[config.mk]
export PLATFORM = sky130hd
export DESIGN_NAME = gsa_ctrl
export DESIGN_NICKNAME = d
export VERILOG_FILES = /design/src/sv/gsa_pkg.sv /design/src/sv/gsa_ctrl.sv
export SDC_FILE = /design/constraint.sdc
export NUM_CORES = 1
export LEC_CHECK = 0
export ABC_CLOCK_PERIOD_IN_PS = 2550
export BUFFER_PORTS_ARGS = -buffer_cell sky130_fd_sc_hd__buf_2
export CAP_MARGIN = 20
export CORE_UTILIZATION = 41
export CTS_CLUSTER_SIZE = 40
export DETAILED_ROUTE_END_ITERATION = 8
export PLACE_DENSITY = 0.79
export SYNTH_ARGS = -nofsm -noshare
export SYNTH_HDL_FRONTEND = slang
export SYNTH_SLANG_ARGS = --single-unit
[constraint.sdc]
create_clock -name clk -period 2.55 [get_ports clk]
set_clock_uncertainty 0.1 [all_clocks]
set_input_delay 0.255 -clock clk [delete_from_list [all_inputs] [get_ports clk]]
set_output_delay 0.255 -clock clk [all_outputs]
set_load 0.01 [all_outputs]
[src/sv/gsa_pkg.sv]
package gsa_pkg;

  localparam int DATA_W     = 32;
  localparam int CMD_W      = 2;
  localparam int COL_W      = 6;
  localparam int ROW_W      = 8;
  localparam int ROW_CNT_W  = 9;
  localparam int COLS_CFG_W = 7;
  localparam int CFG_IDX_W  = 1;
  localparam int CFG_DATA_W = 9;
  localparam int PROD_W     = 64;
  localparam int RND_W      = 33;
  localparam int SUM_W      = 34;

  localparam logic [CMD_W-1:0] CMD_LOAD   = 2'd0;
  localparam logic [CMD_W-1:0] CMD_ROTATE = 2'd1;
  localparam logic [CMD_W-1:0] CMD_READ   = 2'd2;
  localparam logic [CMD_W-1:0] CMD_UNUSED = 2'd3;

  localparam logic [CFG_IDX_W-1:0] CFG_ROWS = 1'd0;
  localparam logic [CFG_IDX_W-1:0] CFG_COLS = 1'd1;

  localparam logic [ROW_CNT_W-1:0]  ROWS_RESET = 9'd256;
  localparam logic [COLS_CFG_W-1:0] COLS_RESET = 7'd64;

  localparam logic signed [DATA_W-1:0] ONE_Q30  = 32'sd1073741824;
  localparam logic signed [PROD_W-1:0] HALF_Q30 = 64'sd536870912;
  localparam logic signed [SUM_W-1:0]  SAT_MAX  = 34'sd2147483647;
  localparam logic signed [SUM_W-1:0]  SAT_MIN  = -34'sd2147483648;

  typedef struct packed {
    logic [CMD_W-1:0]         cmd;
    logic [COL_W-1:0]         col;
    logic [ROW_W-1:0]         row;
    logic signed [DATA_W-1:0] value;
    logic signed [DATA_W-1:0] cos_val;
    logic signed [DATA_W-1:0] sin_val;
  } in_item_t;

  typedef struct packed {
    logic signed [DATA_W-1:0] data_out;
    logic                     skipped;
    logic                     saturated;
    logic                     bad_index;
  } out_item_t;

  typedef struct packed {
    logic                 capture;
    logic                 wr_en;
    logic                 rd_en;
    logic                 rot_en;
    logic [ROW_CNT_W-1:0] row;
  } dp_cmd_t;

  typedef struct packed {
    logic                     busy;
    logic                     sat;
    logic signed [DATA_W-1:0] rd_data;
  } dp_stat_t;

  // returns {clipped, value}
  function automatic logic [DATA_W:0] clip_sum(input logic signed [SUM_W-1:0] v);
    logic [DATA_W:0] res;
    if (v > SAT_MAX) begin
      res = {1'b1, SAT_MAX[DATA_W-1:0]};
    end else if (v < SAT_MIN) begin
      res = {1'b1, SAT_MIN[DATA_W-1:0]};
    end else begin
      res = {1'b0, v[DATA_W-1:0]};
    end
    return res;
  endfunction

endpackage

[src/sv/gsa_ctrl.sv]
module gsa_ctrl #(
  parameter int MAX_ROWS = 256,
  parameter int MAX_COLS = 64
) (
  input  logic                            clk,
  input  logic                            rst,
  input  logic                            in_valid,
  output logic                            in_ready,
  input  gsa_pkg::in_item_t               in_data,
  output logic                            out_valid,
  input  logic                            out_ready,
  output gsa_pkg::out_item_t              out_data,
  input  logic                            cfg_valid,
  output logic                            cfg_ready,
  input  logic [gsa_pkg::CFG_IDX_W-1:0]   cfg_index,
  input  logic [gsa_pkg::CFG_DATA_W-1:0]  cfg_data,
  output gsa_pkg::dp_cmd_t                dp_cmd,
  input  gsa_pkg::dp_stat_t               dp_stat
);
  import gsa_pkg::*;

  localparam logic [1:0] S_IDLE  = 2'd0;
  localparam logic [1:0] S_EXEC  = 2'd1;
  localparam logic [1:0] S_DRAIN = 2'd2;
  localparam logic [1:0] S_RESP  = 2'd3;

  logic [1:0]            state, state_next;
  logic [ROW_CNT_W-1:0]  rows_in_use;
  logic [COLS_CFG_W-1:0] cols_in_use;
  logic [CMD_W-1:0]      cmd_q;
  logic [ROW_W-1:0]      row_q;
  logic                  bad_q, skip_q;
  logic [ROW_CNT_W-1:0]  r, r_next;

  logic accept, row_ok, col_ok, pair_ok, bad_in, skip_in, row_active, out_free;

  assign cfg_ready = 1'b1;
  assign in_ready  = (state == S_IDLE);
  assign accept    = in_valid & in_ready;
  assign out_free  = ~out_valid | out_ready;

  always_ff @(posedge clk) begin
    if (rst) begin
      rows_in_use <= ROWS_RESET;
      cols_in_use <= COLS_RESET;
    end else if (cfg_valid && cfg_ready) begin
      case (cfg_index)
        CFG_ROWS: rows_in_use <= cfg_data[ROW_CNT_W-1:0];
        CFG_COLS: cols_in_use <= cfg_data[COLS_CFG_W-1:0];
        default: ;
      endcase
    end
  end

  assign row_ok  = ({1'b0, in_data.row} < rows_in_use) && (int'(in_data.row) < MAX_ROWS);
  assign col_ok  = ({1'b0, in_data.col} < cols_in_use) && (int'(in_data.col) < MAX_COLS);
  assign pair_ok = (({1'b0, in_data.col} + 7'd1) < cols_in_use)
                   && (int'(in_data.col) + 1 < MAX_COLS);
  assign bad_in  = (in_data.cmd == CMD_ROTATE) ? ~pair_ok : ~(row_ok & col_ok);
  assign skip_in = (in_data.cmd == CMD_ROTATE) && pair_ok && (in_data.cos_val == ONE_Q30);

  assign row_active = (r < rows_in_use) && (int'(r) < MAX_ROWS);

  assign dp_cmd.capture = accept;
  assign dp_cmd.wr_en   = (state == S_EXEC) && (cmd_q == CMD_LOAD) && ~bad_q;
  assign dp_cmd.rd_en   = (state == S_EXEC) && (cmd_q == CMD_READ) && ~bad_q;
  assign dp_cmd.rot_en  = (state == S_EXEC) && (cmd_q == CMD_ROTATE) && ~bad_q && ~skip_q
                          && row_active;
  assign dp_cmd.row     = (cmd_q == CMD_ROTATE) ? r : {1'b0, row_q};

  always_comb begin
    state_next = state;
    r_next     = r;
    case (state)
      S_IDLE: begin
        r_next = '0;
        if (accept && in_data.cmd != CMD_UNUSED) begin
          state_next = S_EXEC;
        end
      end
      S_EXEC: begin
        if (dp_cmd.rot_en) begin
          r_next = r + 1'b1;
        end else begin
          state_next = S_DRAIN;
        end
      end
      S_DRAIN: begin
        if (!dp_stat.busy) begin
          state_next = S_RESP;
        end
      end
      S_RESP: begin
        if (out_free) begin
          state_next = S_IDLE;
        end
      end
      default: state_next = S_IDLE;
    endcase
  end

  always_ff @(posedge clk) begin
    if (rst) begin
      state <= S_IDLE;
      r     <= '0;
    end else begin
      state <= state_next;
      r     <= r_next;
    end
  end

  always_ff @(posedge clk) begin
    if (accept) begin
      cmd_q  <= in_data.cmd;
      row_q  <= in_data.row;
      bad_q  <= bad_in;
      skip_q <= skip_in;
    end
  end

  always_ff @(posedge clk) begin
    if (rst) begin
      out_valid <= 1'b0;
    end else if (state == S_RESP && out_free) begin
      out_valid <= 1'b1;
    end else if (out_ready) begin
      out_valid <= 1'b0;
    end
  end

  always_ff @(posedge clk) begin
    if (state == S_RESP && out_free) begin
      out_data.data_out  <= (cmd_q == CMD_READ && !bad_q) ? dp_stat.rd_data : '0;
      out_data.skipped   <= skip_q;
      out_data.saturated <= dp_stat.sat;
      out_data.bad_index <= bad_q;
    end
  end

endmodule

==> impl_metrics.yaml, run 1 <==
run_status:
  status: "complete, no violations"
logic_synthesis:
  ys.flop_type: "edfxtp_1"
  synthTopCellsByCount: "edfxtp_1, nand2_1, and2_1, ha_1"
  syn_area_um2: 3860
  synth.most_common_cell: "edfxtp_1"
  syn_inst: 367
  syn_nets: 560
  async_reset_ff_frac: 0
  synth.ff_latch_count: 75
  yosysWarnings: 0
  synth_area_leaders: "edfxtp_1, dfxtp_1, ha_1"
  synth_edf_count: 47
  yosysSeqAreaShare: 0.511
  ys_types: 45
  post-synth-top-area-fraction: 0.366
  post-synth-top-area-cell: "edfxtp_1"
  avgSynthCellArea_um2: 10.5
grt:
  grt_pass1_vias: 3279
  overflow: 0
  grt_pass1_wl_um: 14800
  grt_max_degree: 36
  antenna_found_initial: 0
  grt_usage: 0.189
floorplanning:
  dieArea_um2: 9810
  initial_utilization: 0.420
  die-height_um: 99.0
  coreArea_um2: 9200
  io-pin-count: 212
  rows: 35
  die_w_um: 99.0
power:
  p_leak_nw: 2.12
  cellPowerDensity_nw_per_um2: 649
  power_mw: 3.19
  vdd_ir_drop_max_mv: 0.285
critical_path:
  cp_max_fo: 15
  required_ns: 2.19
  cp-startpoint: "rows_in_use[6]"
  crit_path_end_kind: "primary output"
  crit_type: "register to primary output"
  cp.arrival_ns: 2.05
  r2r-start: "rows_in_use[6]"
  cp-start-kind: "register"
route:
  vias: 3229
  route.detailed.drc: 0
  wire_per_inst_um: 14.2
  vias_per_cell: 5.12
  drtIter0Drc: 167
  drtAntennaViolNets: 0
  wirelength_um: 8970
  dr.pass1.iters: 4
sta:
  period_minus_slack_ns: 2.40
  tightest_slew_ns: 0.628
  hold_viol_final: 0
  rsz0062_at_grt: "no"
  fmax_ghz: 0.416
  fin_tns_setup_ns: 0
  fin_crit_sh: 0.942
  maxSlewHeadroom: 0.581
  finalSetupViolCount: 0
  finalWorstSetupSlack_ns: 0.147
  slew_viol_final: 0
cts:
  clk_latency_ns: 0.34
  cts_resized: 0
  cts_root_buffer: "clkbuf_8"
  path_clk_slew_ns: 0.08
  cts.sinks: 75
  htree_levels: 3
  cts_setup_buffers: 0
  cts_tree: "yes"
  numCtsBuffers: 9
  max-clock-path-buffers: 2
placement:
  dp_hpwl_um: 6890
  dp_slack_ns: 0.371
  place.gp.congestion: 0.817
  post-place-cells: 611
  port_buffers: 146
min_path:
  holdCritPathClass: "input port to register"
  min_from: "in_data[96]"
final_layout:
  post-route-util: 0.534
  final_net_count: 708
  diodes: 0
  syn_to_final_growth_pct: 27.2
  drive_gt1_frac: 0.340
  stdcell_count: 631
  fill_cells: 830
flow_run:
  drv_cap: 0
metal layers:
layer / track usage / part of all wire
met5: 0 / 0
met4: 0.0884 / 0.028
met3: 0.0475 / 0.060
met2: 0.332 / 0.48
met1: 0.217 / 0.43
cell families (layout without fill, tap and decap cells):
kind of cell / Yosys count / after routing / synth area share
adder cells (fa/ha/maj): 32 / 32 / 0.104
AO/OA/AOI/OAI: 57 / 57 / 0.0934
XOR/XNOR: 4 / 4 / 0.00908
multiplexers: 9 / 9 / 0.0259
other: 1 / 1 / 0.000972
buffers and inverters: 38 / 191 / 0.0454
AND/OR/NAND/NOR: 151 / 151 / 0.211
flip-flops: 75 / 75 / 0.511
worst max-delay path: stages (launching register included):
cell and delay [ns]:
dfxtp_1 0.34, inv_1 0.07, ha_1 0.31, a21oi_1 0.15, o2111ai_1 0.18, a211o_4 0.37
inv_6 0.13, buf_2 0.15
through the flow:
stage | cell area, um2 | hold slack (ns)
2_1_floorplan | 3860 | 0.254
3_3_place_gp | 4680 | 0.336
3_5_place_dp | 4680 | 0.338
4_1_cts | 4880 | 0.000579
5_1_grt | 4910 | 0.000346
6_report | 4910 | 0.0131
sequential cells by signal, summed over array words and instances, names as in the netlist:
signal / cells
row_q: 8
state: 2
cmd_q: 2
out_valid: 1
rows_in_use: 9
r: 9
bad_q: 1
out_data: 35
cols_in_use: 7
skip_q: 1
cell usage in the layout (no fill, tap or decap), types with 3 or more instances in the layout:
| master | count |
|---|---|
| o21ai_0 | 7 |
| ha_1 | 32 |
| and2_1 | 38 |
| a21oi_1 | 28 |
| nand3_1 | 16 |
| nor2_1 | 12 |
| clkbuf_8 | 9 |
| nand2_1 | 41 |
| nand2b_1 | 9 |
| dfxtp_1 | 28 |
| a211o_1 | 3 |
| mux2_2 | 8 |
| nand4b_1 | 3 |
| and3_1 | 6 |
| dlygate4sd3_1 | 4 |
| nor4_1 | 7 |
| edfxtp_1 | 47 |
| nor2b_1 | 4 |
| xnor2_1 | 3 |
| buf_4 | 3 |
| inv_1 | 21 |
| a21o_1 | 3 |
| nand4_1 | 5 |
| buf_2 | 146 |
| a31oi_1 | 4 |
area by class of cell:
| type | instances | area, um2 | area share |
|---|---|---|---|
| clock buffers | 10 | 128 | 0.0260 |
| clock inverters | 6 | 63.8 | 0.0130 |
| inverters | 22 | 87.6 | 0.0178 |
| multi-input cells | 254 | 1730 | 0.352 |
| flip-flops and latches | 75 | 1970 | 0.402 |
| well taps | 111 | 139 | 0.0283 |
| repair buffers | 153 | 793 | 0.162 |
worst paths after layout:
kind / to / slack [ns] / cells after the start
worst max-delay path: dp_cmd[9] / 0.15 / 7
worst min-delay path: row_q[0] / 0.01 / 1
worst max register to register: r[5] / 0.36 / 8
worst min register to register: rows_in_use[4] / 0.36 / 2
power breakdown:
group,internal (mW),total [mW],switching (mW)
Combinational,0.327,0.776,0.449
Clock,0.456,0.904,0.449
Sequential,1.45,1.50,0.0534
timing repair:
action                                 CTS  global route
endpoints found under the hold margin    1             3
hold buffers                             1             3
setup endpoints to repair                0             0
Note: power is estimated with default switching activity, not from simulation.
==> inputs of run 2 (changes only) <==
--- a/config.mk
+++ b/config.mk
@@ -8,6 +8,7 @@
 export ABC_CLOCK_PERIOD_IN_PS = 2550
 export BUFFER_PORTS_ARGS = -buffer_cell sky130_fd_sc_hd__buf_2
 export CAP_MARGIN = 20
+export CORE_MARGIN = 4
 export CORE_UTILIZATION = 41
 export CTS_CLUSTER_SIZE = 40
 export DETAILED_ROUTE_END_ITERATION = 8
==> run 2 against run 1 <==
Count of clock-buffer cells in the layout unchanged. Non-clock buffer count increased by 7. Sequential share of layout area decreased by 0.53 points. Worst setup slack improved by 0.0053 ns. Core utilization increased by 0.75 points. Via count increased by 2.4%. Global-route usage decreased by 1.7 points. First-iteration DRC count decreased by 39%. Cell count increased by 1.1%. Register-to-register slack about the same. Wire length increased by 7.2%. Clock power about the same. Critical endpoint unchanged. Largest cell class unchanged. Largest power group unchanged.
==> impl_metrics.yaml, run 2 (same netlist as run 1, synthesis figures left out) <==
run_status:
  status: "complete, no violations"
floorplanning:
  initial_utilization: 0.420
  rows: 35
  coreArea_um2: 9200
  die_w_um: 105
  io-pin-count: 212
  dieArea_um2: 11000
  die-height_um: 105
min_path:
  holdCritPathClass: "input port to register"
  hold_depth: 2
  min_from: "cfg_data[8]"
  hold_end: "rows_in_use[8]"
grt:
  grt.busiest_layer: "met2"
  grt_pass1_wl_um: 15400
  grt_usage: 0.173
  grtUsageMet1: 0.190
  grt_pass1_vias: 3357
  use_met3: 0.0537
  overflow: 0
  antenna_found_initial: 0
  grt_max_degree: 36
  grt_util_met2: 0.307
critical_path:
  cp.arrival_ns: 2.04
  r2r_end: "r[5]"
  crit_path_end_kind: "primary output"
  crit_type: "register to primary output"
  r2r-start: "rows_in_use[6]"
  cp-start-kind: "register"
  cp-startpoint: "rows_in_use[6]"
  cp_max_fo: 15
  r2r_slack_ns: 0.36
  ff2ff_path_depth: 8
  required_ns: 2.19
sta:
  tightest_slew_ns: 0.611
  finalSetupViolCount: 0
  fin_crit_sh: 0.940
  period_minus_slack_ns: 2.40
  rsz0062_at_grt: "no"
  maxSlewHeadroom: 0.592
  hold_viol_final: 0
  slew_viol_final: 0
  fmax_ghz: 0.417
  fin_tns_setup_ns: 0
  finalWorstSetupSlack_ns: 0.152
power:
  comb_power_share: 0.248
  power.internal_mw: 2.24
  p_leak_nw: 2.14
  switching_share: 0.300
  vdd_ir_drop_max_mv: 0.349
  pwr-share-seq: 0.470
  cellPowerDensity_nw_per_um2: 644
  clockPowerShare: 0.282
  power_mw: 3.20
  p_switching_uw: 961
flow_run:
  drv_cap: 0
final_layout:
  max_flop_register: "out_data"
  post-route-util: 0.541
  mostFrequentLayoutCells: "buf_2, edfxtp_1, nand2_1"
  stdcell_count: 638
  final_common_cell: "buf_2"
  largest_reg_flops: 35
  final_net_count: 715
  drive_gt1_frac: 0.342
  syn_to_final_growth_pct: 28.9
  diodes: 0
  multi_input_area_um2: 1730
  fill_cells: 786
  final-seq-area_um2: 1970
  largest_registers: "out_data x35, r x9, rows_in_use x9"
placement:
  port_buffers: 146
  dp_hpwl_um: 7400
  post-place-cells: 613
  dp_slack_ns: 0.316
  place.gp.congestion: 0.813
route:
  drtIter0Drc: 102
  dr.pass1.iters: 6
  wire_per_inst_um: 15.1
  vias: 3307
  drtAntennaViolNets: 0
  wirelength_um: 9620
  route.detailed.drc: 0
  vias_per_cell: 5.18
cts:
  cts_root_buffer: "clkbuf_8"
  cts.sinks: 75
  path_clk_slew_ns: 0.08
  numCtsBuffers: 9
  htree_levels: 3
  cts_tree: "yes"
  clk_latency_ns: 0.35
  max-clock-path-buffers: 2
  cts_setup_buffers: 0
[run 2: changes by cell type in the layout (fill, tap and decap cells not counted)]
cell           previous run  this run
clkinv_4                  0         1
dlygate4sd3_1             4         9
buf_4                     3         5
clkinvlp_4                1         3
inv_6                     2         1
inv_4                     2         0
dfxtp_1                  28        27
dfxtp_2                   0         1
[run 2: worst max-delay path by stage]
stage	depth (start not counted)	slack [ns]	to
after floorplan	2	0.55	out_data[0]
after global placement	7	0.35	r[5]
after detailed placement	7	0.32	r[5]
after CTS	6	0.06	dp_cmd[9]
after global routing	7	0.01	dp_cmd[9]
final	7	0.15	dp_cmd[9]
[run 2: routing by layer]
layer,share of wire,wire [um],vias up
li1,-,-,1618
met1,0.40,3870,1527
met2,0.50,4820,137
met3,0.068,653,25
met4,0.029,277,0
met5,0,0,-
[run 2: power groups by stage]
stage | combinational [mW] | clock [mW] | sequential [mW]
global placement | 0.758 | 0 | 1.53
global route | 0.882 | 0.999 | 1.52
floorplan | 0.459 | 0 | 1.54
finish | 0.794 | 0.904 | 1.51
detailed placement | 0.784 | 0 | 1.53
CTS | 0.798 | 0.931 | 1.50
[run 2: per-stage QoR]
stage          hold WS (ns)  area (um2)
2_1_floorplan         0.254        3860
3_3_place_gp          0.335        4690
3_5_place_dp          0.341        4690
4_1_cts             0.00234        4960
5_1_grt              0.0105        4980
6_report             0.0227        4980
[run 2: worst max-delay path, cell delays in order, from the launching register on]
cell and delay, ns:
dfxtp_1 0.34, inv_1 0.06, ha_1 0.31, a21oi_1 0.18, o2111ai_1 0.17, a211o_4 0.37
inv_6 0.13, buf_2 0.15
[run 2: timing repair]
action,CTS,global route
hold buffers,7,2
hold endpoints to repair,7,2
gates resized for setup,0,1
endpoints found under the setup margin,0,1
[run 2: cell type report]
type | count | share of cell area
clock buffers | 10 | 0.0256
multi-input cells | 254 | 0.347
repair buffers | 160 | 0.172
inverters | 22 | 0.0176
flip-flops and latches | 75 | 0.396
well taps | 111 | 0.0279
clock inverters | 6 | 0.0133
==> inputs of run 3 (changes only) <==
==> config.mk (replaced) <==
export PLATFORM = sky130hd
export DESIGN_NAME = gsa_ctrl
export DESIGN_NICKNAME = d
export VERILOG_FILES = /design/src/sv/gsa_pkg.sv /design/src/sv/gsa_ctrl.sv
export SDC_FILE = /design/constraint.sdc
export NUM_CORES = 1
export LEC_CHECK = 0
export ABC_CLOCK_PERIOD_IN_PS = 2600
export BUFFER_PORTS_ARGS = -buffer_cell sky130_fd_sc_hd__buf_2
export CAP_MARGIN = 20
export CORE_MARGIN = 4
export CORE_UTILIZATION = 45
export CTS_CLUSTER_SIZE = 40
export DETAILED_ROUTE_END_ITERATION = 8
export PLACE_DENSITY = 0.82
export SKIP_LAST_GASP = 1
export SYNTH_ARGS = -nofsm -noshare
export SYNTH_HDL_FRONTEND = slang
export SYNTH_SLANG_ARGS = --single-unit
==> constraint.sdc (replaced) <==
create_clock -name clk -period 2.6 [get_ports clk]
set_clock_uncertainty 0.1 [all_clocks]
set_input_delay 0.26 -clock clk [delete_from_list [all_inputs] [get_ports clk]]
set_output_delay 0.26 -clock clk [all_outputs]
set_load 0.05 [all_outputs]
==> run 3 against run 2 <==
Register-to-register slack gained 0.06 ns. Non-clock buffer count is 9 lower. Critical path depth did not move. Worst setup slack got worse by 0.011 ns. Cell count fell by 2.4%. Via count down 1.1%. Sequential share of layout area grew 0.46 points.
==> impl_metrics.yaml, run 3 (same netlist as run 1, synthesis figures left out) <==
sta:
  hold_viol_final: 0
  rsz0062_at_grt: "no"
  fmax_ghz: 0.407
  slew_viol_final: 0
  tightest_slew_ns: 0.577
  finalSetupViolCount: 0
  finalWorstSetupSlack_ns: 0.141
  maxSlewHeadroom: 0.614
  fin_crit_sh: 0.946
  fin_tns_setup_ns: 0
  period_minus_slack_ns: 2.46
grt:
  grt_pass1_vias: 3157
  overflow: 0
  grt_usage: 0.178
  grt_pass1_wl_um: 14400
  grt_max_degree: 36
  antenna_found_initial: 0
floorplanning:
  initial_utilization: 0.465
  coreArea_um2: 8300
  io-pin-count: 212
  die_w_um: 101
  die-height_um: 101
  dieArea_um2: 10100
  rows: 33
final_layout:
  max_flop_register: "out_data"
  largest_reg_flops: 35
  final_common_cell: "buf_2"
  final_net_count: 706
  mostFrequentLayoutCells: "buf_2, edfxtp_1, nand2_1"
  largest_registers: "out_data x35, r x9, rows_in_use x9"
  fill_cells: 717
  drive_gt1_frac: 0.344
  syn_to_final_growth_pct: 27.5
  diodes: 0
critical_path:
  cp-startpoint: "rows_in_use[6]"
  cp_max_fo: 15
  crit_path_end_kind: "primary output"
  cp.arrival_ns: 2.10
  required_ns: 2.24
  crit_type: "register to primary output"
  r2r_slack_ns: 0.42
  ff2ff_path_depth: 8
  r2r_end: "r[5]"
  r2r-start: "rows_in_use[6]"
  cp-endpoint: "dp_cmd[9]"
  cp-start-kind: "register"
route:
  drtAntennaViolNets: 0
  wire_per_inst_um: 14.9
  route.detailed.drc: 0
  vias: 3271
  wirelength_um: 9290
  drtIter0Drc: 151
  vias_per_cell: 5.25
  dr.pass1.iters: 4
flow_run:
  drv_cap: 0
placement:
  dp_slack_ns: 0.296
  dp_hpwl_um: 7350
  port_buffers: 146
  place.gp.congestion: 0.831
cts:
  htree_levels: 3
  cts.sinks: 75
  cts_setup_buffers: 0
  numCtsBuffers: 9
  clk_latency_ns: 0.34
  cts_tree: "yes"
  cts_root_buffer: "clkbuf_8"
  path_clk_slew_ns: 0.08
  max-clock-path-buffers: 2
power:
  p_leak_nw: 2.11
  cellPowerDensity_nw_per_um2: 712
  vdd_ir_drop_max_mv: 0.310
run_status:
  status: "complete, no violations"
min_path:
  hold_depth: 2
  holdCritPathClass: "input port to register"
[run 3: changes by cell type in the layout (fill, tap and decap cells not counted)]
cell / delta
clkinvlp_4: -2
buf_4: -1
clkinv_1: +2
nor4b_2: +1
nor4b_1: -1
ha_1: -1
clkinv_4: -1
bufinv_16: +1
dlygate4sd3_1: -7
ha_4: +1
buf_2: -1
[run 3: how the worst min path moves through the flow]
stage,end,from
final,rows_in_use[8],cfg_data[8]
after global routing,row_q[7],in_data[103]
after CTS,row_q[5],in_data[101]
after detailed placement,out_data[1],dp_stat[32]
after global placement,out_data[1],dp_stat[32]
after floorplan,cmd_q[0],in_data[110]
[run 3: cell type report]
type	instances	area (um2)	share of cell area
Clock inverter	6	80.1	0.0163
Tap cell	105	131	0.0267
Clock buffer	10	128	0.0259
Timing Repair Buffer	151	776	0.158
Inverter	22	87.6	0.0178
Sequential cell	75	1970	0.401
Multi-Input combinational cell	254	1740	0.355
[run 3: metal layers]
layer / track usage / wire (um) / up-vias
li1: - / - / 1597
met1: 0.208 / 3800 / 1526
met2: 0.315 / 4560 / 130
met3: 0.0408 / 740 / 18
met4: 0.0674 / 197 / 0
met5: 0 / 0 / -
[run 3: stage by stage]
stage | instance area, um2 | utilization | power [mW] | hold WS (ns) | instances
after global routing | 4920 | 0.593 | 3.68 | 0.00131 | 623
after CTS | 4910 | 0.591 | 3.53 | 0.00543 | 623
final | 4920 | 0.593 | 3.50 | 0.0205 | 623
after floorplan | 3870 | - | 2.28 | 0.259 | 367
after global placement | 4680 | 0.563 | 2.53 | 0.341 | 605
after detailed placement | 4680 | 0.563 | 2.58 | 0.341 | 605
[run 3: repair_timing]
item | CTS | global route
gates resized for setup | 2 | 2
setup endpoints to repair | 1 | 1
hold buffers | 2 | 0
endpoints found under the hold margin | 2 | 0
[run 3: power breakdown]
group          switching [mW]  internal, mW
Sequential             0.0571          1.42
Clock                   0.409         0.533
Combinational           0.752         0.332
Total                    1.22          2.29
[run 3: critical path: stages (launching register included)]
cell       delay [ns]
dfxtp_1          0.35
inv_1            0.07
ha_1             0.31
a21oi_1          0.14
o2111ai_1        0.16
a211o_4          0.37
inv_6            0.14
buf_4            0.21
